### src/rtl/multi_char_delimiter_splitter_defines.svh
// Assertion macros for the delimiter splitter.
// Included by the top level; define NO_ASSERTIONS to compile them out.
`ifndef MULTI_CHAR_DELIMITER_SPLITTER_DEFINES_SVH
`define MULTI_CHAR_DELIMITER_SPLITTER_DEFINES_SVH
`ifndef NO_ASSERTIONS
`define MCDS_ASSERT_NOW(label, clk, rst, ante, cons) \
  label: assert property (@(posedge clk) disable iff (rst) (ante) |-> (cons)) \
    else $error("mcds: same-cycle check failed");
`define MCDS_ASSERT_NEXT(label, clk, rst, ante, cons) \
  label: assert property (@(posedge clk) disable iff (rst) (ante) |=> (cons)) \
    else $error("mcds: next-cycle check failed");
`else
`define MCDS_ASSERT_NOW(label, clk, rst, ante, cons)
`define MCDS_ASSERT_NEXT(label, clk, rst, ante, cons)
`endif
`endif

### src/rtl/mcds_pkg.sv
// Shared constants, register indexes and the command type of the splitter.
// No dependencies; imported by every module of the block.
package mcds_pkg;

  localparam int MAX_DELIM  = 8;
  localparam int CHAR_WIDTH = 8;
  localparam int LEN_W      = 4;
  localparam int DCHARS_W   = 64;
  localparam int CNT_W      = $clog2(MAX_DELIM + 1);
  localparam int SUM_W      = CNT_W + 1;
  localparam int IDX_W      = $clog2(MAX_DELIM);
  localparam int QDEPTH     = 4;
  localparam int QPTR_W     = $clog2(QDEPTH);
  localparam int CFG_IDX_W  = 1;

  localparam logic [CFG_IDX_W-1:0] REG_DELIM_LENGTH = 1'b0;
  localparam logic [CFG_IDX_W-1:0] REG_DELIM_CHARS  = 1'b1;

  typedef logic [CHAR_WIDTH-1:0] char_t;

  typedef struct packed {
    logic [MAX_DELIM-1:0][CHAR_WIDTH-1:0] chars;
    logic [CNT_W-1:0]                     emit_n;
    logic                                 close;
  } cmd_t;

endpackage

### src/rtl/mcds_front.sv
// Front end: holds back possible delimiter prefixes and classifies each item
// into a release command. Depends on mcds_pkg.
module mcds_front import mcds_pkg::*; (
  input  logic                clk,
  input  logic                rst,
  input  logic                accept,
  input  logic [7:0]          char_value,
  input  logic                is_final,
  input  logic [LEN_W-1:0]    delim_length,
  input  logic [DCHARS_W-1:0] delim_chars,
  output cmd_t                cmd
);

  char_t            held [MAX_DELIM-1];
  char_t            held_next [MAX_DELIM-1];
  logic [IDX_W-1:0] held_count;
  logic [IDX_W-1:0] held_count_next;

  always_comb begin
    logic [CNT_W-1:0]     eff_len;
    logic [CNT_W-1:0]     cnt_w;
    logic [CNT_W-1:0]     rem_r;
    logic [CNT_W-1:0]     rel;
    logic [CNT_W-1:0]     rem;
    logic [SUM_W-1:0]     sel;
    logic [MAX_DELIM:0]   ok;
    logic                 match;
    logic                 completed;
    char_t                win [MAX_DELIM];
    char_t                din;

    din = char_value[CHAR_WIDTH-1:0];
    if (delim_length == '0) begin
      eff_len = CNT_W'(1);
    end else if (delim_length > LEN_W'(MAX_DELIM)) begin
      eff_len = CNT_W'(MAX_DELIM);
    end else begin
      eff_len = CNT_W'(delim_length);
    end
    cnt_w = CNT_W'(held_count) + CNT_W'(1);

    for (int i = 0; i < MAX_DELIM - 1; i++) begin
      win[i] = (IDX_W'(i) == held_count) ? din : held[i];
    end
    win[MAX_DELIM-1] = din;

    for (int r = 0; r <= MAX_DELIM; r++) begin
      rem_r = cnt_w - CNT_W'(r);
      match = 1'b1;
      for (int i = 0; i < MAX_DELIM - r; i++) begin
        if (CNT_W'(i) < rem_r &&
            win[r + i] != delim_chars[i*CHAR_WIDTH +: CHAR_WIDTH]) begin
          match = 1'b0;
        end
      end
      if (CNT_W'(r) > cnt_w) begin
        ok[r] = 1'b0;
      end else if (CNT_W'(r) == cnt_w) begin
        ok[r] = 1'b1;
      end else begin
        ok[r] = (rem_r <= eff_len) && match;
      end
    end

    rel = CNT_W'(MAX_DELIM);
    for (int r = MAX_DELIM; r >= 0; r--) begin
      if (ok[r]) begin
        rel = CNT_W'(r);
      end
    end
    rem       = cnt_w - rel;
    completed = (rem == eff_len);

    for (int i = 0; i < MAX_DELIM; i++) begin
      cmd.chars[i] = win[i];
    end
    cmd.emit_n = (is_final && !completed) ? cnt_w : rel;
    cmd.close  = completed || is_final;

    for (int i = 0; i < MAX_DELIM - 1; i++) begin
      sel = SUM_W'(rel) + SUM_W'(i);
      held_next[i] = (sel < SUM_W'(MAX_DELIM)) ? win[sel[IDX_W-1:0]] : '0;
    end
    held_count_next = cmd.close ? '0 : rem[IDX_W-1:0];
  end

  always_ff @(posedge clk) begin
    if (rst) begin
      held_count <= '0;
    end else if (accept) begin
      held_count <= held_count_next;
    end
  end

  always_ff @(posedge clk) begin
    if (accept) begin
      held <= held_next;
    end
  end

endmodule

### src/rtl/mcds_queue.sv
// Short command queue between the front end and the result sequencer.
// Depends on mcds_pkg for the command type and depth.
module mcds_queue import mcds_pkg::*; (
  input  logic clk,
  input  logic rst,
  input  logic push,
  input  cmd_t push_cmd,
  output logic full,
  input  logic pop,
  output logic head_valid,
  output cmd_t head
);

  cmd_t              mem [QDEPTH];
  logic [QPTR_W-1:0] wptr;
  logic [QPTR_W-1:0] rptr;
  logic [QPTR_W:0]   count;

  assign full       = (count == (QPTR_W+1)'(QDEPTH));
  assign head_valid = (count != '0);
  assign head       = mem[rptr];

  always_ff @(posedge clk) begin
    if (rst) begin
      wptr  <= '0;
      rptr  <= '0;
      count <= '0;
    end else begin
      if (push) begin
        wptr <= wptr + QPTR_W'(1);
      end
      if (pop) begin
        rptr <= rptr + QPTR_W'(1);
      end
      unique case ({push, pop})
        2'b10:   count <= count + (QPTR_W+1)'(1);
        2'b01:   count <= count - (QPTR_W+1)'(1);
        default: count <= count;
      endcase
    end
  end

  always_ff @(posedge clk) begin
    if (push) begin
      mem[wptr] <= push_cmd;
    end
  end

endmodule

### src/rtl/mcds_back.sv
// Result sequencer: expands each command into token characters and token ends
// through a registered output stage. Depends on mcds_pkg.
module mcds_back import mcds_pkg::*; (
  input  logic       clk,
  input  logic       rst,
  input  logic       head_valid,
  input  cmd_t       head,
  output logic       pop,
  output logic       out_valid,
  input  logic       out_ready,
  output logic [7:0] out_char,
  output logic       has_char,
  output logic       token_end,
  output logic       run_last
);

  logic [CNT_W-1:0] idx;
  logic             token_open;
  logic             advance;
  logic             end_needed;
  logic             ld;
  logic             n_has;
  logic             n_end;
  logic             n_last;
  char_t            n_char;

  assign advance    = !out_valid || out_ready;
  assign end_needed = head.close && (token_open || head.emit_n != '0);

  always_comb begin
    pop    = 1'b0;
    ld     = 1'b0;
    n_has  = 1'b0;
    n_end  = 1'b0;
    n_last = 1'b0;
    n_char = '0;
    if (advance && head_valid) begin
      if (idx < head.emit_n) begin
        ld     = 1'b1;
        n_has  = 1'b1;
        n_char = head.chars[idx[IDX_W-1:0]];
        n_last = (idx + CNT_W'(1) == head.emit_n) && !end_needed;
        pop    = n_last;
      end else if (end_needed) begin
        ld     = 1'b1;
        n_end  = 1'b1;
        n_last = 1'b1;
        pop    = 1'b1;
      end else begin
        pop = 1'b1;
      end
    end
  end

  always_ff @(posedge clk) begin
    if (rst) begin
      out_valid  <= 1'b0;
      idx        <= '0;
      token_open <= 1'b0;
    end else begin
      if (advance) begin
        out_valid <= ld;
      end
      if (pop) begin
        idx <= '0;
      end else if (ld) begin
        idx <= idx + CNT_W'(1);
      end
      if (ld && n_has) begin
        token_open <= 1'b1;
      end else if (pop && head.close) begin
        token_open <= 1'b0;
      end
    end
  end

  always_ff @(posedge clk) begin
    if (advance && ld) begin
      out_char  <= 8'(n_char);
      has_char  <= n_has;
      token_end <= n_end;
      run_last  <= n_last;
    end
  end

endmodule

### src/rtl/multi_char_delimiter_splitter.sv
// Splits a character stream at each leftmost, non-overlapping delimiter.
// Top level; depends on mcds_pkg, mcds_front, mcds_queue, mcds_back and the defines header.
//
// Usage: one character per input item on char_value, with is_final on the
// last character of a string. Results come out one per item: a token
// character (has_char) or a token end (token_end); run_last marks the last
// result caused by an input character. Empty tokens produce nothing.
// The delimiter (delim_length at index 0, delim_chars at index 1) is written
// through cfg_we/cfg_index/cfg_data; the user must write it only while the
// block is idle, as the block itself does not enforce this. The front end
// takes one character per cycle while the four-entry command queue has room.
// The back end emits one result per cycle while out_ready is high, and a
// character that causes no result still occupies it. The first result of an
// item passes through the command queue and is then registered in the output stage.
// When out_ready is low the output register holds and the queue fills,
// then in_ready drops. Reset empties the queue and the held characters
// and sets the delimiter to one zero character.
`include "multi_char_delimiter_splitter_defines.svh"

module multi_char_delimiter_splitter import mcds_pkg::*; (
  input  logic                 clk,
  input  logic                 rst,
  input  logic                 cfg_we,
  input  logic [CFG_IDX_W-1:0] cfg_index,
  input  logic [DCHARS_W-1:0]  cfg_data,
  input  logic                 in_valid,
  output logic                 in_ready,
  input  logic [7:0]           char_value,
  input  logic                 is_final,
  output logic                 out_valid,
  input  logic                 out_ready,
  output logic [7:0]           out_char,
  output logic                 has_char,
  output logic                 token_end,
  output logic                 run_last
);

  logic [LEN_W-1:0]    delim_length;
  logic [DCHARS_W-1:0] delim_chars;
  logic                accept;
  logic                q_full;
  logic                q_pop;
  logic                q_valid;
  cmd_t                front_cmd;
  cmd_t                head_cmd;

  assign in_ready = !q_full;
  assign accept   = in_valid && in_ready;

  always_ff @(posedge clk) begin
    if (rst) begin
      delim_length <= LEN_W'(1);
      delim_chars  <= '0;
    end else if (cfg_we) begin
      unique case (cfg_index)
        REG_DELIM_LENGTH: delim_length <= cfg_data[LEN_W-1:0];
        REG_DELIM_CHARS:  delim_chars  <= cfg_data;
        default:          delim_chars  <= delim_chars;
      endcase
    end
  end

  mcds_front u_front (
    .clk          (clk),
    .rst          (rst),
    .accept       (accept),
    .char_value   (char_value),
    .is_final     (is_final),
    .delim_length (delim_length),
    .delim_chars  (delim_chars),
    .cmd          (front_cmd)
  );

  mcds_queue u_queue (
    .clk        (clk),
    .rst        (rst),
    .push       (accept),
    .push_cmd   (front_cmd),
    .full       (q_full),
    .pop        (q_pop),
    .head_valid (q_valid),
    .head       (head_cmd)
  );

  mcds_back u_back (
    .clk        (clk),
    .rst        (rst),
    .head_valid (q_valid),
    .head       (head_cmd),
    .pop        (q_pop),
    .out_valid  (out_valid),
    .out_ready  (out_ready),
    .out_char   (out_char),
    .has_char   (has_char),
    .token_end  (token_end),
    .run_last   (run_last)
  );

  `MCDS_ASSERT_NOW(a_end_is_last, clk, rst, out_valid && token_end, run_last)
  `MCDS_ASSERT_NOW(a_end_no_char, clk, rst, out_valid && token_end, !has_char && out_char == 8'd0)
  `MCDS_ASSERT_NOW(a_result_kind, clk, rst, out_valid, has_char || token_end)
  `MCDS_ASSERT_NEXT(a_burst_gapless, clk, rst, out_valid && out_ready && !run_last, out_valid)

endmodule

### config.mk
export PLATFORM = sky130hd
export DESIGN_NAME = multi_char_delimiter_splitter
export DESIGN_NICKNAME = d
export VERILOG_FILES = /design/src/rtl/mcds_pkg.sv /design/src/rtl/mcds_front.sv /design/src/rtl/mcds_queue.sv /design/src/rtl/mcds_back.sv /design/src/rtl/multi_char_delimiter_splitter.sv
export VERILOG_INCLUDE_DIRS = /design/src /design/src/rtl
export SDC_FILE = /design/constraint.sdc
export NUM_CORES = 1
export LEC_CHECK = 0
export BUFFER_PORTS_ARGS = -buffer_cell sky130_fd_sc_hd__buf_2
export CORE_UTILIZATION = 40
export CTS_CLUSTER_DIAMETER = 50
export DETAILED_ROUTE_END_ITERATION = 8
export MAX_ROUTING_LAYER = met4
export PLACE_DENSITY = 0.59
export SYNTH_ARGS = -nofsm -noshare
export SYNTH_HDL_FRONTEND = slang
export SYNTH_SLANG_ARGS = --single-unit
### constraint.sdc
create_clock -name clk -period 15 [get_ports clk]
set_clock_uncertainty 0.2 [all_clocks]
set_input_delay 0.75 -clock clk [delete_from_list [all_inputs] [get_ports clk]]
set_output_delay 0.75 -clock clk [all_outputs]
set_load 0.02 [all_outputs]
==> results.yml, run 1 <==
floorplanning:
  die_h_um: 252
  start_util_pct: 40.5
  core_area_um2: 61700
  die_area_um2: 63500
  die_w_um: 252
  fp-row-count: 91
  ioPinCount: 92
sta:
  setup_tns_ns: 0
  setup_viol: 0
  final.period_utilization_pct: 58.1
  hold_viol: 0
  grt_setup_unrepaired: "false"
  layout_min_cycle_time_ns: 8.71
  drv_slew: 0
  fmax_mhz: 115
  worst_slew_pin_slew_ns: 1.12
  slew-limit-headroom_pct: 25.1
setup_path:
  critPathLaunch: "u_front.held_count[0]$_SDFFE_PP0P_"
  worstPathMaxFanout: 37
  reg2regPathDepth: 21
  cp_data_required_time_ns: 15.17
  endpoint_kind: "flop"
  cp.arrival_ns: 8.88
  reg2reg_slack_ns: 6.29
  worstSetupPathType: "flop to flop"
  reg2reg_from: "u_front.held_count[0]$_SDFFE_PP0P_"
  startpoint_type: "flop"
finish:
  multi_input_area_um2: 11800
  drive_gt1_share_pct: 17.2
  final_nets: 2281
  syn_to_final_growth_pct: 11.5
  final_util_pct: 45.2
  final.fill_count: 5696
  register_area_um2: 12000
drt:
  dr.pass1.iters: 6
  drt-initial-drc-count: 1917
  via_count: 18100
  wl_per_cell_um: 27.4
  vias_per_cell: 5.96
  ant_nets: 0
  drc: 0
  routed_wl_um: 83200
clocking:
  cts_max_path_buffers: 3
  clk_pin_slew_ns: 0.06
  cts_tree: "built"
  holdBufCountCts: 0
  cts.sinks: 429
  clkLatencyLatePin_ns: 0.64
  cts_resized: 0
  htree_num_levels: 2
  cts_root_buf: "clkbuf_16"
  numCtsBuffers: 54
  post_cts_buffers: 0
yosys:
  synthArstFlopShare_pct: 0
  seq_area_frac_synth_pct: 48.1
  yosysWarnings: 0
  synth_edf_count: 343
  yosysTopAreaCellShare_pct: 41.2
  synthesis.nets: 2267
  synth_cell_types: 88
  yosys_most_used_dff: "edfxtp_1"
  yosys-top-cells-area: "edfxtp_1, mux4_2, dfxtp_1, xnor2_1, xor2_1"
  synth_area_um2: 25000
  syn_area_per_cell_um2: 11.7
  yosys.area.top_type: "edfxtp_1"
  syn-instance-count: 2133
  synth_seq_cells: 429
placed_design:
  gp_congestion: 1.02
  io_buffer_count: 91
  dpl.hpwl_um: 58300
global_route:
  grt_max_degree: 83
  antenna_found_initial: 1
  grt.total_usage_pct: 27.1
  gr-total-overflow: 0
  grt_pass1_vias: 17800
  grt_pass1_wl_um: 122000
run:
  max-cap-violations: 0
pwr:
  p_leak_nw: 9.68
  ir_drop_mv: 0.0790
  power.density_nw_per_um2: 127
min_path:
  worstHoldPathCells: 3
  min-delay-start: "cfg_data[42]"
  hp-class: "primary input to flop"
run_status:
  status: "complete, no violations"
[cell type report]
type	instances	share of cell area, %
Antenna cell	1	0.00898
Clock buffer	69	5.24
Clock inverter	32	1.35
Inverter	124	1.69
Multi-Input combinational cell	1411	42.2
Sequential cell	429	43.1
Tap cell	837	3.76
Timing Repair Buffer	127	2.60
[state kept, by name, indices dropped and copies added (netlist names), 2 cells and up, named ones only]
name,flops
delim_chars,64
u_back.idx,4
u_queue.rptr,2
u_queue.count,3
delim_length,4
u_queue.mem,276
u_front.held_count,3
u_front.held,56
u_queue.wptr,2
u_back.out_char,8
[placed cells by master (no fill, tap or decap), drive strengths merged, types with 86 or more instances in the layout]
cell type	instances
mux4	117
a21oi	115
dfxtp	86
mux2i	108
buf	127
nor2	86
edfxtp	343
xnor2	155
xor2	125
inv	131
nand2	190
[kinds of logic after synthesis]
kind of cell             share of synthesized area [%]
buffers and inverters                             4.95
flip-flops                                        48.1
multiplexers                                      15.1
AO/OA/AOI/OAI                                     10.1
adder cells (fa/ha/maj)                           2.85
XOR/XNOR                                          9.81
AND/OR/NAND/NOR                                   9.09
[metrics by stage]
| stage | hold WS [ns] | setup WS, ns | instances | power (W) | area (um^2) |
|---|---|---|---|---|---|
| 2_1_floorplan | 0.237 | 8.50 | 2133 | 0.00200 | 25000 |
| 3_3_place_gp | 0.246 | 6.44 | 2928 | 0.00222 | 26000 |
| 3_5_place_dp | 0.261 | 6.34 | 2928 | 0.00224 | 26000 |
| 4_1_cts | 0.126 | 6.31 | 3029 | 0.00356 | 27900 |
| 5_1_grt | 0.143 | 5.65 | 3030 | 0.00367 | 27900 |
| 6_report | 0.155 | 6.29 | 3030 | 0.00353 | 27900 |
[synthesized netlist by cell type, types with 10 or more instances]
| library cell | number |
|---|---|
| nand4_1 | 37 |
| o21ai_0 | 38 |
| xnor2_1 | 155 |
| a21boi_0 | 14 |
| clkbuf_1 | 109 |
| nor2b_1 | 29 |
| a211oi_1 | 18 |
| mux2i_2 | 11 |
| nand2_1 | 188 |
| inv_1 | 119 |
| buf_1 | 15 |
| xor2_1 | 125 |
| buf_2 | 30 |
| and3_1 | 10 |
| a21oi_1 | 115 |
| nand2b_1 | 18 |
| ha_1 | 53 |
| dfxtp_1 | 86 |
| mux2i_1 | 96 |
| nor3_1 | 22 |
| o32ai_1 | 16 |
| nor4_1 | 24 |
| edfxtp_1 | 343 |
| nor2_1 | 86 |
| mux4_2 | 117 |
| and2_1 | 15 |
| o22ai_1 | 40 |
| nand3_1 | 28 |
[path summary, 6_finish.rpt]
| kind | to |
|---|---|
| setup / recovery | u_queue.mem[1][4]$_DFFE_PP_ |
| hold / removal | delim_chars[42]$_SDFFE_PP0P_ |
| setup reg to reg | u_queue.mem[1][4]$_DFFE_PP_ |
| hold reg to reg | delim_chars[56]$_SDFFE_PP0P_ |
[critical path, cell delays in order (launching register included)]
cell and delay (ns):
dfxtp_1 0.70, ha_1 0.55, ha_1 0.82, clkinv_1 0.68, ha_1 0.49, o21a_1 0.10, o21ai_0 0.14, a32oi_1 0.15
nor4_1 0.37, nand3_1 0.16, o21a_1 0.50, a21bo_4 0.83, inv_6 0.31, ha_1 0.36, fa_1 0.41, xnor2_1 0.23
xnor2_1 0.09, nor3_1 0.28, nand2_1 0.08, mux2i_1 0.27, nand2b_1 0.28, mux2_2 0.40
[metal layers]
layer | GRT usage (%) | part of all wire (%) | routed length, um | up-vias
met3 | 4.87 | 8.3 | 6920 | 211
li1 | - | - | - | 7892
met2 | 40.6 | 45 | 37200 | 920
met4 | 11.1 | 4.5 | 3740 | 0
met1 | 36.1 | 42 | 35300 | 9028
met5 | - | 0 | 0 | -
[report_power, final]
group,internal [W],total [W],switching (W)
combinational,0.000287,0.000691,0.000404
clock,0.000760,0.00131,0.000555
sequential,0.00143,0.00152,0.0000951
total,0.00248,0.00353,0.00105
Note: power is estimated with default switching activity, not from simulation.
==> run 2: changes to the inputs <==
--- a/config.mk
+++ b/config.mk
@@ -11,7 +11,7 @@
 export CTS_CLUSTER_DIAMETER = 50
 export DETAILED_ROUTE_END_ITERATION = 8
 export MAX_ROUTING_LAYER = met4
-export PLACE_DENSITY = 0.59
+export PLACE_DENSITY = 0.61
 export SYNTH_ARGS = -nofsm -noshare
 export SYNTH_HDL_FRONTEND = slang
 export SYNTH_SLANG_ARGS = --single-unit
==> constraint.sdc (replaced) <==
create_clock -name clk -period 7.3 [get_ports clk]
set_clock_uncertainty 0.2 [all_clocks]
set_input_delay 0.365 -clock clk [delete_from_list [all_inputs] [get_ports clk]]
set_output_delay 0.365 -clock clk [all_outputs]
set_load 0.02 [all_outputs]
==> run 2 against run 1 <==
Utilization is 1.5 points higher. Largest cell class unchanged. Power is 100% higher. Maximum frequency is 36% higher. Design area is 3.2% higher. Non-clock buffer count is 100 higher. Flip-flop and latch count stayed put.
==> results.yml, run 2 (same netlist as run 1, synthesis figures left out) <==
run_status:
  status: "complete, no violations"
finish:
  final_cell_mix: "edfxtp_1, nand2_1, xnor2_1, xor2_1, inv_1"
  syn_to_final_growth_pct: 15.1
  largestRegisters: "u_queue.mem x276, delim_chars x64, u_front.held x56"
  fin_cells: 3123
  final_nets: 2379
  diodes: 0
  drive_gt1_share_pct: 17.7
  final_common_cell: "edfxtp_1"
  largest-register: "u_queue.mem"
  final_util_pct: 46.6
  largest_register_ffs: 276
drt:
  routed_wl_um: 85100
  via_count: 18600
  ant_nets: 0
  vias_per_cell: 5.96
  drc: 0
  wl_per_cell_um: 27.3
  dr.pass1.iters: 7
  drt-initial-drc-count: 1920
pwr:
  power_w: 0.00721
  ir_drop_mv: 0.213
  power.density_nw_per_um2: 251
  p_leak_nw: 10.1
setup_path:
  cp_data_required_time_ns: 7.45
  timing.rr.end: "u_queue.mem[3][4]$_DFFE_PP_"
  reg2reg_from: "u_front.held_count[0]$_SDFFE_PP0P_"
  reg2regPathDepth: 22
  critPathLaunch: "u_front.held_count[0]$_SDFFE_PP0P_"
  worstPathMaxFanout: 18
  reg2reg_slack_ns: 0.90
  worstSetupPathType: "flop to flop"
  crit_end: "u_queue.mem[3][4]$_DFFE_PP_"
  startpoint_type: "flop"
  endpoint_kind: "flop"
  cp.arrival_ns: 6.55
global_route:
  gr-total-overflow: 0
  grt_pass1_vias: 18600
  grt_pass1_wl_um: 125000
  grt_max_degree: 83
  antenna_found_initial: 0
  grt.total_usage_pct: 27.8
sta:
  worst_slew_pin_slew_ns: 1.18
  drv_slew: 0
  finalWorstSetupSlack_ns: 0.897
  hold_viol: 0
  final.period_utilization_pct: 87.7
  slew-limit-headroom_pct: 21.0
  grt_setup_unrepaired: "false"
  fmax_mhz: 156
  setup_viol: 0
  layout_min_cycle_time_ns: 6.40
  setup_tns_ns: 0
clocking:
  cts_tree: "built"
  cts.sinks: 429
  holdBufCountCts: 66
  clkLatencyLatePin_ns: 0.64
  numCtsBuffers: 52
  cts_root_buf: "clkbuf_16"
  post_cts_buffers: 0
  cts_resized: 0
  clk_pin_slew_ns: 0.06
  htree_num_levels: 2
  cts_max_path_buffers: 3
min_path:
  hp-class: "primary input to flop"
placed_design:
  place_ws_ns: 1.04
  io_buffer_count: 91
  gp_congestion: 1.01
  dpl.hpwl_um: 58400
  place_inst: 2962
run:
  max-cap-violations: 0
floorplanning:
  core_area_um2: 61700
  die_h_um: 252
  fp-row-count: 91
  die_area_um2: 63500
  ioPinCount: 92
  start_util_pct: 40.5
  die_w_um: 252
==> run 2: changes by cell type in the layout (fill, tap and decap cells not counted), sizes merged <==
cell,change
diode,-1
buf,+34
dlygate4sd3,+66
clkinv,+2
clkinvlp,-5
clkbuf,-3
==> run 2: worst max-delay path: stages, from the launching register on <==
cell and delay [ns]:
dfxtp_1 0.31, buf_4 0.20, ha_1 0.23, ha_1 0.65, ha_1 0.46, o21ai_0 0.32, o31ai_1 0.16, a31oi_1 0.11
or3_1 0.41, nor4_1 0.29, nand3_1 0.21, o21a_1 0.24, a21bo_4 0.20, inv_6 0.03, ha_1 0.23, fa_1 0.41
xnor2_1 0.22, xnor2_1 0.09, nor3_1 0.27, nand2_1 0.08, mux2i_1 0.17, nand2b_1 0.26, mux2_2 0.40
==> run 2: per-stage QoR <==
| step | hold slack (ns) | area, um^2 |
|---|---|---|
| finish | 0.0320 | 28800 |
| global route | 0.0228 | 28800 |
| CTS | 0.0105 | 28800 |
| detailed placement | 0.267 | 26300 |
| global placement | 0.259 | 26300 |
| floorplan | 0.237 | 25000 |
==> run 2: routing by layer <==
layer | track usage [%] | wire length [um] | vias up
li1 | - | - | 8098
met1 | 35.7 | 34600 | 9303
met2 | 41.6 | 38200 | 971
met3 | 5.69 | 7770 | 241
met4 | 14.0 | 4530 | 0
met5 | - | 0 | -
==> run 2: final cells by class <==
type	count	area, um^2
fillers	5640	32900
inverters	124	470
clock buffers	66	1430
flip-flops and latches	429	12000
clock inverters	29	347
well taps	837	1050
repair buffers	227	1690
multi-input cells	1411	11800
==> run 2: how the worst min path moves through the flow <==
stage | endpoint | startpoint | depth (start not counted)
3_5_place_dp | delim_chars[63]$_SDFFE_PP0P_ | delim_chars[63]$_SDFFE_PP0P_ | 2
3_3_place_gp | delim_chars[63]$_SDFFE_PP0P_ | delim_chars[63]$_SDFFE_PP0P_ | 2
4_1_cts | u_queue.mem[2][0]$_DFFE_PP_ | in_valid | 2
6_report | u_queue.mem[2][0]$_DFFE_PP_ | in_valid | 2
5_1_grt | u_queue.mem[2][0]$_DFFE_PP_ | in_valid | 2
2_1_floorplan | u_back.token_open$_SDFFE_PP0P_ | u_back.token_open$_SDFFE_PP0P_ | 2
==> run 2: power by group <==
part,leakage [nW],internal [W],switching (W)
sequential,3.89,0.00294,0.000237
combinational,5.38,0.000617,0.000796
clock,0.861,0.00152,0.00111
